===== config.mk =====
export PLATFORM = sky130hd
export DESIGN_NAME = cau_front
export DESIGN_NICKNAME = d
export VERILOG_FILES = /design/src/sv/cau_pkg.sv /design/src/sv/cau_front.sv
export SDC_FILE = /design/constraint.sdc
export NUM_CORES = 1
export LEC_CHECK = 0
export BUFFER_PORTS_ARGS = -buffer_cell sky130_fd_sc_hd__clkbuf_2
export CELL_PAD_IN_SITES_DETAIL_PLACEMENT = 2
export CELL_PAD_IN_SITES_GLOBAL_PLACEMENT = 2
export CORE_MARGIN = 2
export CORE_UTILIZATION = 39
export CTS_CLUSTER_SIZE = 28
export DETAILED_ROUTE_END_ITERATION = 10
export PLACE_DENSITY_LB_ADDON = 0.1
export SETUP_SLACK_MARGIN = 0.15
export SLEW_MARGIN = 20
export SYNTH_ARGS = -nofsm -noshare
export SYNTH_HDL_FRONTEND = slang
export SYNTH_SLANG_ARGS = --single-unit

===== constraint.sdc =====
create_clock -name clock -period 5.1 [get_ports clock]
set_input_delay 1.02 -clock clock [delete_from_list [all_inputs] [get_ports clock]]
set_output_delay 1.02 -clock clock [all_outputs]
set_load 0.05 [all_outputs]

===== src/sv/cau_pkg.sv =====
`timescale 1ns / 1ps
`default_nettype none

package cau_pkg;

   localparam int WORD_BITS = 32;
   localparam int FRAC_BITS = 16;

   localparam logic [2:0] CMD_ADD  = 3'd0;
   localparam logic [2:0] CMD_SUB  = 3'd1;
   localparam logic [2:0] CMD_MUL  = 3'd2;
   localparam logic [2:0] CMD_DIV  = 3'd3;
   localparam logic [2:0] CMD_CONJ = 3'd4;
   localparam logic [2:0] CMD_EQ   = 3'd5;

   typedef struct packed {
      logic [2:0]                  cmd;
      logic signed [WORD_BITS-1:0] a_real;
      logic signed [WORD_BITS-1:0] a_imag;
      logic signed [WORD_BITS-1:0] b_real;
      logic signed [WORD_BITS-1:0] b_imag;
   } req_word_type;

   typedef struct packed {
      logic signed [WORD_BITS-1:0] res_real;
      logic signed [WORD_BITS-1:0] res_imag;
      logic                        is_equal;
      logic                        div_by_zero;
      logic                        saturated;
   } rsp_word_type;

   // queue entry: the request word plus its class
   typedef struct packed {
      req_word_type word;
      logic         is_div;
   } cau_item_type;

endpackage

`default_nettype wire


===== src/sv/cau_front.sv =====
`timescale 1ns / 1ps
`default_nettype none

module cau_front
   import cau_pkg::*;
#(
   parameter int DEPTH = 2
) (
   input  wire logic         clock,
   input  wire logic         reset,
   input  wire logic         start,
   input  wire req_word_type req_word,
   output logic              busy,
   output logic              head_valid,
   output cau_item_type      head_item,
   input  wire logic         pop
);

   localparam int PTR_W = (DEPTH > 1) ? $clog2(DEPTH) : 1;
   localparam int CNT_W = $clog2(DEPTH + 1);
   localparam logic [PTR_W-1:0] PTR_LAST = PTR_W'(DEPTH - 1);
   localparam logic [CNT_W-1:0] CNT_FULL = CNT_W'(DEPTH);

   cau_item_type     entry_ff [DEPTH];
   logic [PTR_W-1:0] wr_ptr_ff, wr_ptr_in;
   logic [PTR_W-1:0] rd_ptr_ff, rd_ptr_in;
   logic [CNT_W-1:0] count_ff, count_in;
   logic             push;
   cau_item_type     new_item;

   assign busy       = (count_ff == CNT_FULL);
   assign head_valid = (count_ff != '0);
   assign head_item  = entry_ff[rd_ptr_ff];
   assign push       = start & ~busy;

   // classify
   always_comb begin
      new_item.word   = req_word;
      new_item.is_div = (req_word.cmd == CMD_DIV);
   end

   always_comb begin
      wr_ptr_in = wr_ptr_ff;
      rd_ptr_in = rd_ptr_ff;
      count_in  = count_ff;
      if (push) begin
         wr_ptr_in = (wr_ptr_ff == PTR_LAST) ? '0 : wr_ptr_ff + 1'b1;
      end
      if (pop) begin
         rd_ptr_in = (rd_ptr_ff == PTR_LAST) ? '0 : rd_ptr_ff + 1'b1;
      end
      if (push && !pop) begin
         count_in = count_ff + 1'b1;
      end else if (pop && !push) begin
         count_in = count_ff - 1'b1;
      end
   end

   always_ff @(posedge clock) begin
      if (reset) begin
         wr_ptr_ff <= '0;
         rd_ptr_ff <= '0;
         count_ff  <= '0;
      end else begin
         wr_ptr_ff <= wr_ptr_in;
         rd_ptr_ff <= rd_ptr_in;
         count_ff  <= count_in;
      end
   end

   always_ff @(posedge clock) begin
      if (push) begin
         entry_ff[wr_ptr_ff] <= new_item;
      end
   end

endmodule

`default_nettype wire


==> results of run 1 <==
==> registers in the layout, indices dropped and copies added, names as in the netlist, named ones only <==
name / cells
wr_ptr_ff: 1
rd_ptr_ff: 1
entry_ff: 264
count_ff: 2
==> worst max path at each step <==
stage          start  depth (start not counted)                          to  slack [ps]
4_1_cts         flop                          3              head_item[109]        1650
5_1_grt         flop                          3              head_item[109]        1580
6_report        flop                          3              head_item[109]        1700
3_5_place_dp   start                          5  entry_ff[0][116]$_DFFE_PP_        1970
3_3_place_gp   start                          5    entry_ff[0][2]$_DFFE_PP_        2040
2_1_floorplan  start                          3    entry_ff[1][0]$_DFFE_PP_         340
==> per-stage QoR <==
stage | instance area, um^2 | worst slack (ps) | hold slack [ps] | utilization
3_5_place_dp | 11770 | 1974 | 512.6 | 0.4662
4_1_cts | 12750 | 1654 | 526.6 | 0.5047
6_report | 12750 | 1701 | 526.7 | 0.5047
5_1_grt | 12750 | 1584 | 552.2 | 0.5047
3_3_place_gp | 11770 | 2041 | 475.1 | 0.4662
2_1_floorplan | 10080 | 341.6 | 451.6 | -
==> metal layers <==
metal	global-route usage	wire, um	share of wire	vias up
met2	0.2916	11540	0.52	183
met1	0.1876	8354	0.38	2597
met5	0	11	0.00050	-
met4	0.03913	393	0.018	2
li1	-	-	-	2319
met3	0.05173	1805	0.082	32
==> layout by cell type (no fill, tap or decap), types with 4 or more instances in the layout <==
cell type | synthesis | routed
mux2_2 | 52 | 52
mux2_4 | 80 | 80
nor2_1 | 5 | 5
clkbuf_2 | 0 | 268
clkinv_1 | 0 | 8
dfxtp_1 | 5 | 4
bufinv_16 | 0 | 5
edfxtp_1 | 264 | 264
clkinv_2 | 0 | 7
buf_4 | 0 | 4
clkbuf_16 | 0 | 29
==> logic make-up (layout without fill, tap and decap cells) <==
family,count (synthesis),in the layout,synth area share
compound gates,4,4,0.001986
mux,132,132,0.1773
flops,269,269,0.7964
simple gates,11,11,0.005338
xor+xnor,3,3,0.002607
fa+ha+maj,1,1,0.001241
buf+inv,18,331,0.01514
==> worst min-delay path: cells and delay by family (launching register included) <==
family	cells	cell delay, ps
AOI/OAI and AO/OA	2	140
DFF	1	330
==> final cells by class <==
class,count,area [um^2],area share
flip-flops and latches,269,8031,0.6301
clock inverters,23,239.0,0.01875
inverters,3,16.27,0.001276
clock buffers,31,733.2,0.05752
well taps,330,412.9,0.03239
multi-input cells,151,1902,0.1492
repair buffers,274,1411,0.1107
==> power breakdown <==
| part | switching, mW | internal (mW) |
|---|---|---|
| sequential | 0.0681 | 2.69 |
| clock | 0.823 | 1.29 |
| combinational | 0.901 | 0.358 |
| total | 1.79 | 4.33 |
==> qor.yml, run 1 <==
cts:
  cts_tree: "done"
  cts.clk_slew.worst_paths_ps: 60
  cts.path.max_buffers: 3
  cts_buffers: 29
  hold_buffers: 0
  cts_sinks: 269
  clkLatencyLatePin_ps: 530
  cts_resized: 0
  cts_htree_levels: 1
  post_cts_buffers: 0
  root_buffer: "clkbuf_16"
synthesis:
  ys.flop_type: "edfxtp_1"
  netlist_instances: 438
  async_reset_ff_frac: 0
  yosysSeqAreaShare: 0.7964
  synthTopCellsByArea: "edfxtp_1, mux2_4, mux2_2"
  netlist.area_leader.share: 0.7865
  syn_avg_cell_area_um2: 23.01
  syn_nets: 574
  synth_area_um2: 10080
  synth-seq-cells: 269
  ys_types: 19
  synthMostInstantiatedCell: "edfxtp_1"
  synth_common_cells: "edfxtp_1, mux2_4, mux2_2"
  synth_largest_area_cell: "edfxtp_1"
  ys_warn_count: 0
  synth_edf_count: 264
drt:
  vias: 5133
  drc: 0
  routed_wirelength_mm: 22.10
  initialDrtViolationCount: 194
  drt_first_pass_iters: 4
  wl_per_cell_um: 20.44
  postRouteAntennaNets: 0
  via_per_inst: 4.748
timing:
  worstMarginPinSlew_ps: 876.0
  final_max_slew_viol_count: 0
  setup_violations: 0
  slew_headroom: 0.4160
  rsz0062_at_grt: "no"
  fmax_mhz: 294.2
  post-route-min-period_ps: 3399
  fin_crit_sh: 0.6665
  fin_setup_tns_ps: 0
  skew_ps: 16.01
  hold_viol: 0
power_and_ir_drop:
  power_density_nw_per_um2: 480.5
  ir_drop_uv: 268.7
  p_total_mw: 6.124
  p_leak_nw: 4.995
flow_run:
  maxCapViolations: 0
setup_path:
  worstSetupEndpointType: "primary output"
  critPathBufInv: 2
  r2r_start: "count_ff[0]$_SDFFE_PP0P_"
  cp.required_ps: 4080
  cpLargestDelayFamily: "buffers and inverters"
  worstSetupPathType: "reg -> out"
  rrSetupSlack_ps: 2650
  reg2reg_depth: 4
  crit_slowest_cell: "dfxtp_4"
  max_stage_delay_ps: 680
  startpoint_type: "flop"
  reg2reg_to: "entry_ff[0][90]$_DFFE_PP_"
  critical_path_arrival_ps: 2380
  crit_fanout: 29
  path_cells: "buf_4 > mux2_2 > clkbuf_2"
finish:
  antenna_cells: 0
  area_growth_pct: 26.45
  fill_cells: 2324
  final_nets: 864
  drive_above_1_share: 0.6045
  instances_no_fill: 1081
die:
  die_x_um: 164.8
  io_pins: 269
  core_area_um2: 25250
  dieArea_um2: 27150
  num_rows: 58
  initial_core_util: 0.3991
  die-height_um: 164.8
hold_path:
  hp-start: "count_ff[1]$_SDFFE_PP0P_"
  whs_endpoint: "count_ff[1]$_SDFFE_PP0P_"
  hp-class: "reg -> reg"
  hold_depth: 2
global_route:
  grt_max_degree: 90
  grt_antenna_before_repair: 1
  overflow: 0
  grt_first_pass_wirelength_mm: 32.95
  grt_pass1_vias: 5693
  grt_use_total: 0.1619
placed_design:
  hpwl_mm: 15.19
  gp_congestion: 0.7191
  dp_cells: 1027
  io_buffers: 268
status:
  outcome: "complete, no violations"
No activity file was read; power rests on OpenSTA's default activity.
==> run 2, diff against run 1 <==
--- a/config.mk
+++ b/config.mk
@@ -9,7 +9,7 @@
 export CELL_PAD_IN_SITES_DETAIL_PLACEMENT = 2
 export CELL_PAD_IN_SITES_GLOBAL_PLACEMENT = 2
 export CORE_MARGIN = 2
-export CORE_UTILIZATION = 39
+export CORE_UTILIZATION = 35
 export CTS_CLUSTER_SIZE = 28
 export DETAILED_ROUTE_END_ITERATION = 10
 export PLACE_DENSITY_LB_ADDON = 0.1
==> constraint.sdc (replaced) <==
create_clock -name clock -period 3.1 [get_ports clock]
set_input_delay 0.62 -clock clock [delete_from_list [all_inputs] [get_ports clock]]
set_output_delay 0.62 -clock clock [all_outputs]
set_load 0.05 [all_outputs]
==> run 2 against run 1 <==
Compared with the run above: combinational power grew 67%; count of clock-buffer cells in the layout is 6 higher; clock power up 74%; non-clock buffer count increased by 2; highest routed layer unchanged; first-iteration DRC count rose by 23%; sequential share of layout area shrank 0.88 points; cell area rose by 1.5%; clock skew increased by 0.53 ps; largest cell class unchanged; routed wire length rose by 5.5%; largest power group unchanged; sequential power is 65% higher; power up 68%; global-route usage decreased by 0.95 points.
==> qor.yml, run 2 (same netlist as run 1, synthesis figures left out) <==
global_route:
  grt_max_degree: 81  # -10%
  grt_use_total: 0.1524  # -0.009490
  overflow: 0  # unchanged
  grt_pass1_vias: 5932  # +4.2%
  grt_antenna_before_repair: 2  # +1
  grt_first_pass_wirelength_mm: 35.29  # +7.1%
cts:
  cts_resized: 0  # unchanged
  cts_buffers: 30  # +3.4%
  clkLatencyLatePin_ps: 540  # about the same
  root_buffer: "clkbuf_16"
  cts_tree: "done"
  hold_buffers: 0  # unchanged
  cts.path.max_buffers: 3  # unchanged
  cts.clk_slew.worst_paths_ps: 60  # about the same
  cts_sinks: 269  # unchanged
  post_cts_buffers: 0  # unchanged
  cts_htree_levels: 1  # unchanged
placed_design:
  hpwl_mm: 15.78  # +3.9%
  preCtsSetupSlack_ps: 883.9  # -1090 ps
  io_buffers: 268  # unchanged
  gp_congestion: 0.7406  # +3.0%
setup_path:
  crit_fanout: 23  # -21%
  critPathBufInv: 2  # unchanged
  critical_path_arrival_ps: 2110  # -270 ps
  worstSetupPathType: "reg -> out"
  cp.required_ps: 2480  # -1600 ps
  worstSetupEndpointType: "primary output"
  cpLargestDelayFamily: "buffers and inverters"
  startpoint_type: "flop"
  crit_slowest_cell: "dfxtp_4"
  max_stage_delay_ps: 540  # -140 ps
  path_cells: "buf_4 > mux2_2 > clkbuf_2"
die:
  die-height_um: 173.7  # +5.4%
  io_pins: 269  # unchanged
  die_x_um: 173.7  # +5.4%
  dieArea_um2: 30170  # +11%
  num_rows: 62  # +6.9%
  core_area_um2: 28550  # +13%
  initial_core_util: 0.3531  # -0.04604
timing:
  skew_ps: 16.54  # +0.5259 ps
  fin_crit_sh: 0.8817
  post-route-min-period_ps: 2733
  worstMarginPinSlew_ps: 726.9  # -149.2 ps
  hold_viol: 0  # unchanged
  final_max_slew_viol_count: 0  # unchanged
  slew_headroom: 0.5154  # +0.09944
  timing.hold.ws_ps: 268.3  # -258.4 ps
  fmax_mhz: 365.9
  rsz0062_at_grt: "no"
  setup_ws_ps: 366.6  # -1334 ps
  fin_setup_tns_ps: 0  # unchanged
  setup_violations: 0  # unchanged
finish:
  largest_register_ffs: 264  # unchanged
  postLayoutCoreUtil: 0.4530  # -0.05174
  top_regs: "entry_ff: 264 flops, count_ff: 2 flops"
  fill_cells: 2734  # +18%
  final_cell_mix: "clkbuf_2, edfxtp_1, mux2_4"
  area_growth_pct: 28.29
  final_nets: 867  # +0.35%
  drive_above_1_share: 0.6056  # +0.001050
  final_common_cell: "clkbuf_2"
  antenna_cells: 0  # unchanged
  regMostFlops: "entry_ff"
drt:
  postRouteAntennaNets: 0  # unchanged
  wl_per_cell_um: 20.50  # +0.26%
  drc: 0  # unchanged
  initialDrtViolationCount: 238  # +23%
  routed_wirelength_mm: 23.31  # +5.5%
  vias: 5107  # -0.51%
  drt_first_pass_iters: 4  # unchanged
  via_per_inst: 4.492  # -5.4%
power_and_ir_drop:
  power_density_nw_per_um2: 796.8  # +66%
  p_leak_nw: 5.038  # +0.86%
  p_total_mw: 10.30  # +68%
  ir_drop_uv: 358.8  # +34%
hold_path:
  hp-class: "in -> reg"
flow_run:
  maxCapViolations: 0  # unchanged
status:
  outcome: "complete, no violations"
-- run 2: stage by stage --
stage               cell area [um^2]  std cells
floorplan                      10100        438
global placement               11910       1083
detailed placement             11910       1083
CTS                            12930       1137
global route                   12930       1137
finish                         12930       1137
-- run 2: path summary, 6_finish.rpt --
path / cells after the start / from / to / slack, ps
worst max-delay path: 3 / flop / head_item[16] / 370
worst min register to register: 2 / count_ff[1]$_SDFFE_PP0P_ / count_ff[1]$_SDFFE_PP0P_ / 500
worst min-delay path: 1 / req_word[10] / entry_ff[0][11]$_DFFE_PP_ / 270
worst max register to register: 4 / count_ff[1]$_SDFFE_PP0P_ / entry_ff[0][77]$_DFFE_PP_ / 1160
-- run 2: routing by layer --
layer,wire length (um),global-route usage,vias up
li1,-,-,2325
met2,12420,0.2832,176
met5,15,0,-
met1,8641,0.1688,2574
met3,1841,0.05066,30
met4,385,0.03361,2
-- run 2: cell type report --
| type | count | area (um^2) | share of cell area |
|---|---|---|---|
| Clock buffer | 37 | 798.3 | 0.06173 |
| Clock inverter | 17 | 225.2 | 0.01742 |
| Inverter | 3 | 15.01 | 0.001161 |
| Multi-Input combinational cell | 151 | 1914 | 0.1480 |
| Sequential cell | 269 | 8034 | 0.6213 |
| Tap cell | 384 | 480.5 | 0.03716 |
| Timing Repair Buffer | 276 | 1464 | 0.1132 |
-- run 2: report_power, final --
| part | total (mW) | leakage (nW) | switching, mW | internal (mW) |
|---|---|---|---|---|
| Clock | 3.67 | 0.498 | 1.36 | 2.30 |
| Sequential | 4.53 | 2.51 | 0.107 | 4.42 |
| Combinational | 2.11 | 2.03 | 1.50 | 0.609 |
==> run 3, diff against run 2 <==
--- a/config.mk
+++ b/config.mk
@@ -5,6 +5,7 @@
 export SDC_FILE = /design/constraint.sdc
 export NUM_CORES = 1
 export LEC_CHECK = 0
+export ABC_AREA = 1
 export BUFFER_PORTS_ARGS = -buffer_cell sky130_fd_sc_hd__clkbuf_2
 export CELL_PAD_IN_SITES_DETAIL_PLACEMENT = 2
 export CELL_PAD_IN_SITES_GLOBAL_PLACEMENT = 2
==> run 3 against run 2 <==
Compared with the run above: flip-flop and latch count stayed put; combinational power is 12% lower; synthesized cell count is 2.3% higher; die area is 0.18% higher; clock power is 14% lower; clock skew is 1.5 ps lower; first-iteration DRC count is 4.6% higher; power is 8.5% lower; area after synthesis is 0.19% higher; via count is 0.14% higher; routed wire length is 3.3% lower; non-clock buffer count is 1 lower; critical path type unchanged; critical endpoint is now head_item[125]; highest routed layer unchanged.
==> qor.yml, run 3 <==
status:
  outcome: "complete, no violations"
timing:
  fmax_mhz: 363.8  # -0.57%
  skew_ps: 14.99  # -1.546 ps
  setup_violations: 0  # unchanged
  worstMarginPinSlew_ps: 808.7  # +81.86 ps
  rsz0062_at_grt: "no"
  fin_setup_tns_ps: 0  # unchanged
  hold_viol: 0  # unchanged
  slew_headroom: 0.4608  # -0.05458
  post-route-min-period_ps: 2749  # +15.74 ps
  timing.hold.ws_ps: 266.6  # -1.653 ps
  fin_crit_sh: 0.8868  # +0.005078
  final_max_slew_viol_count: 0  # unchanged
drt:
  drc: 0  # unchanged
  initialDrtViolationCount: 249  # +4.6%
  routed_wirelength_mm: 22.53  # -3.3%
  vias: 5114  # +0.14%
  drt_first_pass_iters: 4  # unchanged
  via_per_inst: 4.459  # -0.74%
  wl_per_cell_um: 19.65  # -4.2%
  postRouteAntennaNets: 0  # unchanged
synthesis:
  ys.flop_type: "edfxtp_1"
  synth-seq-cells: 269  # unchanged
  synth_largest_area_cell: "edfxtp_1"
  ys_types: 16  # -3
  ys_warn_count: 0  # unchanged
  netlist_instances: 448  # +2.3%
  synth_edf_count: 264  # unchanged
  yosysSeqAreaShare: 0.7949  # -0.001480
  syn_nets: 584  # +1.7%
  synthTopCellsByArea: "edfxtp_1, mux2_4, mux2_2"
  syn_avg_cell_area_um2: 22.54  # -2.1%
  netlist.area_leader.share: 0.7850  # -0.001462
  async_reset_ff_frac: 0  # unchanged
  synth_common_cells: "edfxtp_1, mux2_4, mux2_2"
  synthMostInstantiatedCell: "edfxtp_1"
  synth_area_um2: 10100  # +0.19%
setup_path:
  r2r_start: "count_ff[1]$_SDFFE_PP0P_"
  worstSetupEndpointType: "primary output"
  cp.required_ps: 2480  # about the same
  critical_path_arrival_ps: 2130  # +20 ps
  reg2reg_depth: 4  # unchanged
  worstSetupPathType: "reg -> out"
  crit_fanout: 61  # +170%
  crit_path_end: "head_item[125]"
  rrSetupSlack_ps: 1340  # +180 ps
  reg2reg_to: "entry_ff[1][85]$_DFFE_PP_"
  startpoint_type: "flop"
global_route:
  grt_antenna_before_repair: 1  # -1
  overflow: 0  # unchanged
  grt_use_total: 0.1472  # -0.005161
  grt_max_degree: 79  # -2.5%
  grt_pass1_vias: 5816  # -2.0%
  grt_first_pass_wirelength_mm: 34.11  # -3.3%
power_and_ir_drop:
  clkPwrFrac: 0.333  # -0.023
  swShare: 0.2898  # +0.001448
  p_int_mw: 6.694  # -8.7%
  pwr-share-comb: 0.197  # -0.008
  power_density_nw_per_um2: 737.4  # -7.5%
  ir_drop_uv: 441.3  # +23%
  p_leak_nw: 4.981  # -1.1%
  power.switching_mw: 2.731  # -8.1%
  p_seq_frac: 0.470  # +0.031
die:
  die_x_um: 173.9  # about the same
  dieArea_um2: 30230  # +0.18%
  core_area_um2: 28550  # unchanged
  initial_core_util: 0.3537  # +0.0006574
  num_rows: 62  # unchanged
  io_pins: 269  # unchanged
  die-height_um: 173.9  # about the same
cts:
  cts_htree_levels: 1  # unchanged
  cts.path.max_buffers: 3  # unchanged
  cts_resized: 0  # unchanged
  hold_buffers: 0  # unchanged
  clkLatencyLatePin_ps: 540  # about the same
  cts_tree: "done"
  cts_buffers: 30  # unchanged
  cts_sinks: 269  # unchanged
  post_cts_buffers: 0  # unchanged
  root_buffer: "clkbuf_16"
  cts.clk_slew.worst_paths_ps: 60  # about the same
flow_run:
  maxCapViolations: 0  # unchanged
finish:
  largest_register_ffs: 264  # unchanged
  area_growth_pct: 26.58
  drive_above_1_share: 0.5845  # -0.02104
  antenna_cells: 0  # unchanged
  regMostFlops: "entry_ff"
  final_cell_mix: "clkbuf_2, edfxtp_1, mux2_4"
  fill_cells: 2745  # +0.40%
  final_nets: 876  # +1.0%
  final_common_cell: "clkbuf_2"
  top_regs: "entry_ff: 264 flops, count_ff: 2 flops"
hold_path:
  hp-class: "in -> reg"
placed_design:
  io_buffers: 268  # unchanged
  hpwl_mm: 15.53  # -1.5%
  gp_congestion: 0.7033  # -5.0%
run 3: worst min-delay path by stage:
stage / cells past startpoint / to / startpoint
global placement: 2 / rd_ptr_ff$_SDFFE_PP0P_ / rd_ptr_ff$_SDFFE_PP0P_
global route: 1 / entry_ff[1][125]$_DFFE_PP_ / req_word[124]
floorplan: 2 / flop / rd_ptr_ff$_SDFFE_PP0P_
CTS: 1 / entry_ff[0][23]$_DFFE_PP_ / req_word[22]
detailed placement: 2 / rd_ptr_ff$_SDFFE_PP0P_ / rd_ptr_ff$_SDFFE_PP0P_
finish: 1 / entry_ff[0][12]$_DFFE_PP_ / req_word[11]
run 3: power groups by stage:
stage	Clock [mW]	Combinational, mW	Sequential, mW
4_1_cts	3.26	1.90	4.43
5_1_grt	3.40	1.96	4.45
2_1_floorplan	0	1.44	4.48
6_report	3.14	1.86	4.43
3_5_place_dp	0	1.89	4.51
3_3_place_gp	0	1.86	4.48
run 3: cell type report:
type / count / area (um^2) / share of cell area
Clock inverter: 14 / 57.56 / 0.004503
Sequential cell: 269 / 8031 / 0.6283
Tap cell: 384 / 480.5 / 0.03759
Clock buffer: 41 / 813.3 / 0.06363
Multi-Input combinational cell: 155 / 1922 / 0.1504
Inverter: 9 / 33.78 / 0.002643
Timing Repair Buffer: 275 / 1444 / 0.1130
run 3: worst max-delay path, cell delays in order (launching register included):
cell	delay, ps
dfxtp_4	480
buf_12	400
mux2_2	400
clkbuf_2	250
run 3: per-stage QoR:
stage | power, mW | utilization | area (um^2) | setup WS, ps | instances
2_1_floorplan | 5.924 | - | 10120 | 22.53 | 448
3_3_place_gp | 6.345 | 0.4173 | 11910 | 951.5 | 1092
3_5_place_dp | 6.402 | 0.4173 | 11910 | 909.3 | 1092
4_1_cts | 9.592 | 0.4478 | 12780 | 297.1 | 1147
5_1_grt | 9.816 | 0.4478 | 12780 | 236.7 | 1147
6_report | 9.425 | 0.4478 | 12780 | 350.9 | 1147
run 3: cells by family (layout without fill, tap and decap cells):
kind of cell / after synthesis / in the layout / synth area share
mux: 132 / 132 / 0.1769
xor+xnor: 1 / 1 / 0.0008675
buf+inv: 24 / 339 / 0.01735
fa+ha+maj: 1 / 1 / 0.001239
compound gates: 4 / 4 / 0.001981
simple gates: 17 / 17 / 0.006690
flops: 269 / 269 / 0.7949
run 3: per-layer routing:
layer	part of all wire	vias to the layer above	global-route usage
met5	0.00071	-	0
met3	0.070	29	0.04320
met1	0.37	2572	0.1647
met4	0.015	2	0.03361
li1	-	2349	-
met2	0.54	162	0.2751
